--- config.mk ---
export PLATFORM = sky130hd
export DESIGN_NAME = bounded_ordered_list_engine_unit
export DESIGN_NICKNAME = d
export VERILOG_FILES = /design/src/hw/rtl/bole_pkg.sv /design/src/hw/rtl/bounded_ordered_list_engine_unit.sv /design/src/hw/rtl/bole_cell.sv /design/src/hw/rtl/bole_head.sv
export SDC_FILE = /design/constraint.sdc
export NUM_CORES = 2
export LEC_CHECK = 0
export ABC_AREA = 0
export ABC_CLOCK_PERIOD_IN_PS = 4700
export BUFFER_PORTS_ARGS = -buffer_cell sky130_fd_sc_hd__buf_4
export CAP_MARGIN = 10
export CORE_ASPECT_RATIO = 1.5
export CORE_UTILIZATION = 57
export DETAILED_ROUTE_END_ITERATION = 8
export PLACE_DENSITY = 0.77
export SLEW_MARGIN = 20
export SYNTH_ARGS = -nofsm -noshare
export SYNTH_HDL_FRONTEND = slang
export SYNTH_SLANG_ARGS = --single-unit
--- constraint.sdc ---
create_clock -name aclk -period 4.7 [get_ports aclk]
set_clock_uncertainty 0.2 [all_clocks]
set_input_delay 1.175 -clock aclk [delete_from_list [all_inputs] [get_ports aclk]]
set_output_delay 1.175 -clock aclk [all_outputs]
set_load 0.005 [all_outputs]
--- src/hw/rtl/bole_pkg.sv ---
package bole_pkg;

    localparam int DATA_W        = 32;
    localparam int KIND_W        = 4;
    localparam int STATUS_W      = 2;
    localparam int COUNT_W       = 5;
    localparam int DEFAULT_DEPTH = 16;

    typedef enum logic [KIND_W-1:0] {
        OP_PUSH_FRONT  = 4'd0,
        OP_PUSH_BACK   = 4'd1,
        OP_POP_FRONT   = 4'd2,
        OP_POP_BACK    = 4'd3,
        OP_SORTED_INS  = 4'd4,
        OP_REMOVE_ONE  = 4'd5,
        OP_REMOVE_ALL  = 4'd6,
        OP_EXISTS      = 4'd7,
        OP_CLEAR       = 4'd8
    } op_t;

    typedef enum logic [STATUS_W-1:0] {
        ST_OK    = 2'd0,
        ST_EMPTY = 2'd1,
        ST_MISS  = 2'd2,
        ST_FULL  = 2'd3
    } status_t;

    // Values produced by the head in one cycle, in list order; num is 0, 1 or 2.
    typedef struct packed {
        logic [1:0]               num;
        logic signed [DATA_W-1:0] first;
        logic signed [DATA_W-1:0] second;
    } emit_t;

endpackage

--- src/hw/rtl/bounded_ordered_list_engine_unit.sv ---
// Sequence: after its input transfer an operation walks every held entry through the
// head in the walk state, then registers its result in the finishing state.
// One operation at a time: no new transfer is taken until the result has been registered
// and the unit is idle again; a stalled earlier result holds the finishing state.
// Reset: aresetn is synchronous and active low; it empties the store and drops any
// pending result. The stored values themselves are not cleared.
module bounded_ordered_list_engine_unit import bole_pkg::*; #(
    parameter int DEPTH = DEFAULT_DEPTH
) (
    input  logic          aclk,
    input  logic          aresetn,
    input  logic          s_axis_tvalid,
    output logic          s_axis_tready,
    input  logic [31:0]   s_axis_tdata,  // value [31:0]
    input  logic [3:0]    s_axis_tuser,  // kind [3:0]
    output logic          m_axis_tvalid,
    input  logic          m_axis_tready,
    output logic [71:0]   m_axis_tdata,  // count [4:0], front_value [36:5],
                                         // back_value [68:37], zero pad [71:69]
    output logic [2:0]    m_axis_tuser   // status [1:0], found [2]
);

    // Counter width: counts run from zero up to DEPTH inclusive.
    localparam int CW = $clog2(DEPTH + 1);

    // The store is a row of cells, front at cell 0. Every operation walks the held
    // entries through the head: each cycle the whole row shifts left by one, the
    // head looks at the entry leaving cell 0 and writes zero, one or two values back
    // behind the entries still waiting. After the walk the new list sits at the
    // front of the row, and a push to the back is appended in the finishing cycle.
    typedef enum logic [1:0] {
        S_IDLE,
        S_WALK,
        S_FIN
    } state_t;

    state_t                   state_reg, state_next;
    logic [CW-1:0]            cnt_reg, cnt_next;     // entries held
    logic [CW-1:0]            rem_reg, rem_next;     // entries still to walk
    logic [CW-1:0]            tl_reg, tl_next;       // waiting plus rewritten entries
    op_t                      kind_reg, kind_next;
    logic signed [DATA_W-1:0] value_reg, value_next;

    logic                     out_valid_reg, out_valid_next;
    status_t                  out_status_reg, out_status_next;
    logic                     out_found_reg, out_found_next;
    logic [COUNT_W-1:0]       out_count_reg, out_count_next;
    logic signed [DATA_W-1:0] out_front_reg, out_front_next;
    logic signed [DATA_W-1:0] out_back_reg, out_back_next;

    logic signed [DATA_W-1:0] cell_q [DEPTH];
    logic                     in_xfer;
    logic                     out_free;
    logic                     start;
    logic                     step;
    logic                     shift;
    logic                     full;
    logic                     ins_kind;
    logic                     pop_kind;
    logic                     search_kind;
    logic                     append;
    logic [CW-1:0]            wr_idx;
    logic [CW-1:0]            new_cnt;
    emit_t                    head_emit;
    emit_t                    cell_emit;
    logic                     head_found;
    logic                     head_ins_done;
    logic                     head_any;
    logic signed [DATA_W-1:0] head_first;
    logic signed [DATA_W-1:0] head_last;

    assign s_axis_tready = (state_reg == S_IDLE);
    assign in_xfer       = s_axis_tvalid && s_axis_tready;
    assign out_free      = !out_valid_reg || m_axis_tready;
    assign start         = in_xfer;
    assign step          = (state_reg == S_WALK);
    assign shift         = step;
    assign full          = (cnt_reg == CW'(DEPTH));

    assign ins_kind    = (kind_reg == OP_PUSH_FRONT) || (kind_reg == OP_PUSH_BACK) ||
                         (kind_reg == OP_SORTED_INS);
    assign pop_kind    = (kind_reg == OP_POP_FRONT) || (kind_reg == OP_POP_BACK);
    assign search_kind = (kind_reg == OP_REMOVE_ONE) || (kind_reg == OP_REMOVE_ALL) ||
                         (kind_reg == OP_EXISTS);

    // An insertion that the walk did not place (push back, push front into an empty
    // store, sorted insert past every entry) goes behind the rewritten list.
    assign append = (state_reg == S_FIN) && ins_kind && !full && !head_ins_done;

    bole_head u_head (
        .aclk       (aclk),
        .aresetn    (aresetn),
        .start      (start),
        .step       (step),
        .kind       (kind_reg),
        .value      (value_reg),
        .head_in    (cell_q[0]),
        .first_step (rem_reg == cnt_reg),
        .last_step  (rem_reg == CW'(1)),
        .full       (full),
        .emit       (head_emit),
        .found      (head_found),
        .ins_done   (head_ins_done),
        .any_emit   (head_any),
        .first_val  (head_first),
        .last_val   (head_last)
    );

    // During the walk the head writes just behind the waiting and rewritten entries, which sit
    // one place further left after this cycle's shift; when finishing, the append lands
    // right after the rewritten list.
    always_comb begin
        cell_emit = head_emit;
        wr_idx    = tl_reg - CW'(1);
        if (state_reg != S_WALK) begin
            cell_emit.num    = append ? 2'd1 : 2'd0;
            cell_emit.first  = value_reg;
            cell_emit.second = value_reg;
            wr_idx           = tl_reg;
        end
    end

    for (genvar i = 0; i < DEPTH; i++) begin : g_cell
        logic signed [DATA_W-1:0] right_in;
        if (i == DEPTH - 1) begin : g_last
            assign right_in = cell_q[i];
        end else begin : g_mid
            assign right_in = cell_q[i+1];
        end
        bole_cell #(
            .INDEX (i),
            .CW    (CW)
        ) u_cell (
            .aclk     (aclk),
            .shift    (shift),
            .right_in (right_in),
            .wr_idx   (wr_idx),
            .emit     (cell_emit),
            .data_out (cell_q[i])
        );
    end

    always_comb begin
        state_next      = state_reg;
        cnt_next        = cnt_reg;
        rem_next        = rem_reg;
        tl_next         = tl_reg;
        kind_next       = kind_reg;
        value_next      = value_reg;
        out_valid_next  = out_valid_reg && !m_axis_tready;
        out_status_next = out_status_reg;
        out_found_next  = out_found_reg;
        out_count_next  = out_count_reg;
        out_front_next  = out_front_reg;
        out_back_next   = out_back_reg;
        new_cnt         = tl_reg + (append ? CW'(1) : CW'(0));
        if (kind_reg == OP_CLEAR) begin
            new_cnt = '0;
        end

        unique case (state_reg)
            S_IDLE: begin
                if (in_xfer) begin
                    kind_next  = op_t'(s_axis_tuser);
                    value_next = s_axis_tdata;
                    rem_next   = cnt_reg;
                    tl_next    = cnt_reg;
                    state_next = (cnt_reg == '0) ? S_FIN : S_WALK;
                end
            end
            S_WALK: begin
                rem_next = rem_reg - CW'(1);
                tl_next  = tl_reg - CW'(1) + CW'(head_emit.num);
                if (rem_reg == CW'(1)) begin
                    state_next = S_FIN;
                end
            end
            S_FIN: begin
                if (out_free) begin
                    cnt_next        = new_cnt;
                    out_valid_next  = 1'b1;
                    out_found_next  = head_found;
                    out_count_next  = COUNT_W'(new_cnt);
                    out_status_next = ST_OK;
                    if (ins_kind && full) begin
                        out_status_next = ST_FULL;
                    end else if ((pop_kind || search_kind) && (cnt_reg == '0)) begin
                        out_status_next = ST_EMPTY;
                    end else if (search_kind && !head_found) begin
                        out_status_next = ST_MISS;
                    end
                    if (new_cnt == '0) begin
                        out_front_next = '0;
                        out_back_next  = '0;
                    end else begin
                        out_front_next = head_any ? head_first : value_reg;
                        out_back_next  = append ? value_reg : head_last;
                    end
                    state_next = S_IDLE;
                end
            end
            default: begin
                state_next = S_IDLE;
            end
        endcase
    end

    always_ff @(posedge aclk) begin
        if (!aresetn) begin
            state_reg     <= S_IDLE;
            cnt_reg       <= '0;
            rem_reg       <= '0;
            tl_reg        <= '0;
            out_valid_reg <= 1'b0;
        end else begin
            state_reg     <= state_next;
            cnt_reg       <= cnt_next;
            rem_reg       <= rem_next;
            tl_reg        <= tl_next;
            out_valid_reg <= out_valid_next;
        end
        kind_reg       <= kind_next;
        value_reg      <= value_next;
        out_status_reg <= out_status_next;
        out_found_reg  <= out_found_next;
        out_count_reg  <= out_count_next;
        out_front_reg  <= out_front_next;
        out_back_reg   <= out_back_next;
    end

    assign m_axis_tvalid = out_valid_reg;
    assign m_axis_tdata  = {3'b000, out_back_reg, out_front_reg, out_count_reg};
    assign m_axis_tuser  = {out_found_reg, out_status_reg};

    // The store never claims more entries than it has cells.
    a_cnt_bound: assert property (@(posedge aclk) disable iff (!aresetn)
        cnt_reg <= CW'(DEPTH))
        else $error("fill count exceeds depth");

    // The rewritten list plus the waiting entries never outgrow the row.
    a_tl_bound: assert property (@(posedge aclk) disable iff (!aresetn)
        (state_reg == S_WALK) |-> (tl_reg <= CW'(DEPTH)) && (rem_reg != '0))
        else $error("walk bookkeeping out of range");

    // A transfer into a non-empty store starts a walk; into an empty one it finishes.
    a_start_walk: assert property (@(posedge aclk) disable iff (!aresetn)
        in_xfer |=> ((state_reg == S_WALK) == ($past(cnt_reg) != '0)))
        else $error("walk did not start as expected");

    // The count only changes in the cycle a result is produced.
    a_cnt_stable: assert property (@(posedge aclk) disable iff (!aresetn)
        (state_reg != S_FIN) |=> $stable(cnt_reg))
        else $error("fill count changed outside finishing cycle");

endmodule

--- src/hw/rtl/bole_cell.sv ---
module bole_cell import bole_pkg::*; #(
    parameter int INDEX = 0,
    parameter int CW    = 5
) (
    input  logic                     aclk,
    input  logic                     shift,
    input  logic signed [DATA_W-1:0] right_in,
    input  logic [CW-1:0]            wr_idx,
    input  emit_t                    emit,
    output logic signed [DATA_W-1:0] data_out
);

    logic signed [DATA_W-1:0] data_reg;
    logic signed [DATA_W-1:0] data_next;
    logic                     hit_first;
    logic                     hit_second;

    // A cell takes its right neighbor's value on a shift, unless one of the
    // produced values lands here.
    always_comb begin
        hit_first  = (emit.num != 2'd0) && (wr_idx == CW'(INDEX));
        hit_second = (emit.num == 2'd2) &&
                     (({1'b0, wr_idx} + (CW+1)'(1)) == (CW+1)'(INDEX));
        data_next  = shift ? right_in : data_reg;
        if (hit_first) begin
            data_next = emit.first;
        end else if (hit_second) begin
            data_next = emit.second;
        end
    end

    always_ff @(posedge aclk) begin
        data_reg <= data_next;
    end

    assign data_out = data_reg;

endmodule

--- src/hw/rtl/bole_head.sv ---
module bole_head import bole_pkg::*; (
    input  logic                     aclk,
    input  logic                     aresetn,
    input  logic                     start,
    input  logic                     step,
    input  op_t                      kind,
    input  logic signed [DATA_W-1:0] value,
    input  logic signed [DATA_W-1:0] head_in,
    input  logic                     first_step,
    input  logic                     last_step,
    input  logic                     full,
    output emit_t                    emit,
    output logic                     found,
    output logic                     ins_done,
    output logic                     any_emit,
    output logic signed [DATA_W-1:0] first_val,
    output logic signed [DATA_W-1:0] last_val
);

    logic                     found_reg, found_next;
    logic                     ins_reg, ins_next;
    logic                     rm_reg, rm_next;
    logic                     any_reg, any_next;
    logic signed [DATA_W-1:0] first_reg, first_next;
    logic signed [DATA_W-1:0] last_reg, last_next;
    logic                     match;

    always_comb begin
        match      = (head_in == value);
        emit.num   = 2'd1;
        emit.first = head_in;
        emit.second = head_in;
        ins_next   = ins_reg;
        rm_next    = rm_reg;
        unique case (kind)
            OP_PUSH_FRONT: begin
                if (!full && !ins_reg) begin
                    emit.num   = 2'd2;
                    emit.first = value;
                    ins_next   = 1'b1;
                end
            end
            OP_SORTED_INS: begin
                if (!full && !ins_reg && !(head_in < value)) begin
                    emit.num   = 2'd2;
                    emit.first = value;
                    ins_next   = 1'b1;
                end
            end
            OP_POP_FRONT: begin
                if (first_step) begin
                    emit.num = 2'd0;
                end
            end
            OP_POP_BACK: begin
                if (last_step) begin
                    emit.num = 2'd0;
                end
            end
            OP_REMOVE_ONE: begin
                if (match && !rm_reg) begin
                    emit.num = 2'd0;
                    rm_next  = 1'b1;
                end
            end
            OP_REMOVE_ALL: begin
                if (match) begin
                    emit.num = 2'd0;
                end
            end
            default: begin
            end
        endcase
        if (!step) begin
            emit.num = 2'd0;
            ins_next = ins_reg;
            rm_next  = rm_reg;
        end

        found_next = found_reg | (step & match);
        any_next   = any_reg;
        first_next = first_reg;
        last_next  = last_reg;
        if (emit.num != 2'd0) begin
            any_next  = 1'b1;
            if (!any_reg) begin
                first_next = emit.first;
            end
            last_next = (emit.num == 2'd2) ? emit.second : emit.first;
        end
        if (start) begin
            found_next = 1'b0;
            ins_next   = 1'b0;
            rm_next    = 1'b0;
            any_next   = 1'b0;
        end
    end

    always_ff @(posedge aclk) begin
        if (!aresetn) begin
            found_reg <= 1'b0;
            ins_reg   <= 1'b0;
            rm_reg    <= 1'b0;
            any_reg   <= 1'b0;
        end else begin
            found_reg <= found_next;
            ins_reg   <= ins_next;
            rm_reg    <= rm_next;
            any_reg   <= any_next;
        end
        first_reg <= first_next;
        last_reg  <= last_next;
    end

    assign found     = found_reg;
    assign ins_done  = ins_reg;
    assign any_emit  = any_reg;
    assign first_val = first_reg;
    assign last_val  = last_reg;

endmodule
==> flow_metrics.env <==
export IMPL_min_period_ns=4.406
export IMPL_areaGrowthSynthToFinish_pct=11.25
export IMPL_p_clk_share_pct=40.1
export IMPL_seq_area_frac_synth_pct=56.63
export IMPL_clk_pin_slew_ns=0.06
export IMPL_worstPathArrival_ns=4.74
export IMPL_core_area_mm2=0.06433
export IMPL_post_dp_cell_area_mm2=0.03907
export IMPL_largest_register_ffs=512
export IMPL_dr_first_iter_drc_count=1349
export IMPL_cts_setup_buffers=0
export IMPL_synthArstFlopShare_pct=0
export IMPL_synthCells=2662
export IMPL_cts_tree="built"
export IMPL_grt_pass1_vias=22715
export IMPL_antenna_cells=0
export IMPL_nNetsFinal=2823
export IMPL_rows=114
export IMPL_drc=0
export IMPL_drv_cap=0
export IMPL_cts_max_level=3
export IMPL_p_leak_nw=13.15
export IMPL_drive_gt1_share_pct=15.20
export IMPL_worstPathCellList="inv_1 > ha_1 > nand4_1 > nor4_1 > o31a_1 > o21ai_1 > a31oi_4 > inv_2 > ha_1 > fa_1 > o21ai_0 > o21ai_0 > a31oi_1 > a21oi_1 > nand2_1 > o21ai_0 > a21oi_1"
export IMPL_ys_ff_latch=706
export IMPL_synthFlopType="edfxtp_1"
export IMPL_die_area_mm2=0.06604
export IMPL_finalHoldViolCount=0
export IMPL_cts_made_buffers=68
export IMPL_slowest_stage="fa_1"
export IMPL_num_vias=21841
export IMPL_syn_avg_cell_area_um2=13.92
export IMPL_clock_root_buffer="clkbuf_16"
export IMPL_drtPass1Iterations=7
export IMPL_register_area_mm2=0.02098
export IMPL_cts_max_path_buffers=3
export IMPL_switching_power_mw=3.111
export IMPL_die_w_um=210.2
export IMPL_multi_input_area_mm2=0.01492
export IMPL_grt_pass1_wl_um=128300
export IMPL_cp_max_fo=6
export IMPL_grt_usage_pct=24.76
export IMPL_peakVddDrop_mv=0.2648
export IMPL_max_stage_delay_ns=0.48
export IMPL_slew_headroom_pct=35.96
export IMPL_drv_slew=0
export IMPL_p_sw_share_pct=23.13
export IMPL_cts_repair_resized=0
export IMPL_fin_crit_sh_pct=93.74
export IMPL_tightest_slew_ns=0.9606
export IMPL_clkLatencyLatePin_ns=0.62
export IMPL_vias_per_cell=5.958
export IMPL_grt_max_degree=78
export IMPL_boundaryPins=117
export IMPL_critPathRequiredTime_ns=5.03
export IMPL_fillerInstances=4709
export IMPL_start_util_pct=57.59
export IMPL_post_drt_wl_per_cell_um=22.07
export IMPL_die_h_um=314.2
export IMPL_final_antenna_net_count=0
export IMPL_fmax_ghz=0.2270
export IMPL_combPwrFrac_pct=7.3
export IMPL_ys_warn_count=0
export IMPL_finish_instance_area_mm2=0.04122
export IMPL_critical_path_startpoint_type="flip-flop"
export IMPL_cp_common_cell="o21ai_0"
export IMPL_grt_antenna_before_repair=0
export IMPL_hpwl_um=56110
export IMPL_portBuffers=113
export IMPL_syn_area_mm2=0.03705
export IMPL_hold_path_class="flip-flop to flip-flop"
export IMPL_p_per_area_mw_per_mm2=326.3
export IMPL_tns_ns=0
export IMPL_crit_path_end_kind="flip-flop"
export IMPL_grt_overflow_total=0
export IMPL_postCtsHoldBufs=0
export IMPL_wl_um=80930
export IMPL_finalSetupViolations=0
export IMPL_crit_type="flip-flop to flip-flop"
export IMPL_rsz0062_at_grt="no"
export IMPL_p_seq_share_pct=52.7
export IMPL_cts_sinks=706
export IMPL_synth_cell_type_count=70
export IMPL_synth_edf_count=684
export IMPL_p_int_mw=10.34
export IMPL_status="completed"
export IMPL_gp_congestion=0.8769
==> synth_stat cells (5+ instances only) <==
cell	instances	area, um2
nor2b_1	7	43.79
buf_2	112	560.5
or2_2	14	87.58
nor4_4	5	106.4
xnor2_1	6	52.55
nand2_1	128	480.5
buf_1	8	30.03
inv_1	79	296.5
mux2i_1	1062	10630
nor3_1	17	85.08
mux2_1	30	337.8
o21ai_0	14	70.07
or3_1	5	31.28
nor2_1	73	274.0
a21oi_1	60	300.3
nand4_1	10	62.56
ha_1	40	500.5
edfxtp_1	684	20540
dfxtp_1	22	440.4
xor2_1	7	61.31
a21oi_2	10	87.58
buf_4	29	217.7
nor4b_4	6	142.6
nand2b_1	6	37.54
o21ai_1	35	175.2
nand3_1	14	70.07
a31oi_1	8	50.05
clkbuf_1	66	247.7
mux2_2	33	371.6
==> worst max-delay path: cells and delay by family (launching register included) <==
| family | cells | cell delay (ns) |
|---|---|---|
| AOI/OAI and AO/OA | 9 | 1.59 |
| adders and majority gates | 3 | 1.09 |
| and+or+nand+nor | 3 | 0.83 |
| DFF | 1 | 0.45 |
| buffers and inverters | 2 | 0.16 |
==> cells in the final DEF (no fill, tap or decap), types with 7 or more instances in the layout <==
master     count
a21oi_1       59
a21oi_4       11
a31oi_1        8
buf_4        221
clkbuf_1      16
clkbuf_16     71
clkinv_1      17
clkinv_2      11
dfxtp_1       21
edfxtp_1     684
ha_1          40
inv_1         78
mux2_1        30
mux2_2        33
mux2i_1     1062
nand2_1      127
nand3_1       14
nand4_1       10
nor2_1        73
nor3_1        17
nor4b_4        7
o21ai_0       14
o21ai_1       25
o21ai_2       10
or2_2         14
xor2_1         7
==> power by group through the flow <==
| stage | clock (mW) | combinational [mW] | sequential (mW) |
|---|---|---|---|
| CTS | 5.48 | 0.975 | 7.08 |
| global route | 5.69 | 1.06 | 7.09 |
| global placement | 0 | 0.937 | 7.21 |
| finish | 5.39 | 0.977 | 7.08 |
| detailed placement | 0 | 0.967 | 7.22 |
| floorplan | 0 | 0.582 | 7.20 |
==> stage by stage <==
stage | util [%] | cells | setup slack, ns | power [mW] | hold slack [ns]
floorplan | - | 2664 | 0.2003 | 7.779 | 0.2311
finish | 64.07 | 3666 | 0.2944 | 13.45 | 0.2755
global route | 64.07 | 3666 | 0.05463 | 13.84 | 0.3031
global placement | 60.68 | 3542 | 0.3130 | 8.148 | 0.2546
detailed placement | 60.73 | 3542 | 0.3036 | 8.185 | 0.2599
CTS | 64.05 | 3666 | 0.2803 | 13.54 | 0.2760
==> cell families after synthesis <==
group | count (synthesis) | synth area share (%)
DFF | 706 | 56.63
adders and majority gates | 41 | 1.405
AOI/OAI and AO/OA | 164 | 2.800
other | 1 | 0.01012
muxes | 1125 | 30.61
xor gates and xnor gates | 14 | 0.3513
buffers and inverters | 300 | 3.793
and+or+nand+nor | 311 | 4.401
==> final cells by class <==
type | instances | share of cell area (%)
inverter | 81 | 0.7377
clock inverter | 37 | 0.7316
multi-input combinational | 1658 | 36.21
tap | 870 | 2.641
sequential | 706 | 50.91
timing repair buffer | 227 | 4.317
clock buffer | 87 | 4.456
==> final timing paths <==
kind,endpoint,from,slack [ns],cells after the start
max,tl_reg[4]$_SDFFE_PN0P_,value_reg[31]$_DFFE_PP_,0.29,17
min,u_head.rm_reg$_SDFFE_PP0P_,u_head.rm_reg$_SDFFE_PP0P_,0.28,2
max reg2reg,tl_reg[4]$_SDFFE_PN0P_,value_reg[31]$_DFFE_PP_,0.29,17
min reg2reg,u_head.rm_reg$_SDFFE_PP0P_,u_head.rm_reg$_SDFFE_PP0P_,0.28,2
==> per-layer routing <==
layer | wire length, um | vias to the layer above | share of wire, % | global-route usage [%]
met2 | 42710 | 503 | 53 | 45.05
met1 | 32070 | 11028 | 40 | 29.39
met3 | 3380 | 151 | 4.2 | 3.442
li1 | - | 10159 | - | -
met4 | 2758 | 0 | 3.4 | 9.721
met5 | 0 | - | 0 | 0
Note: power is estimated with default switching activity, not from simulation.
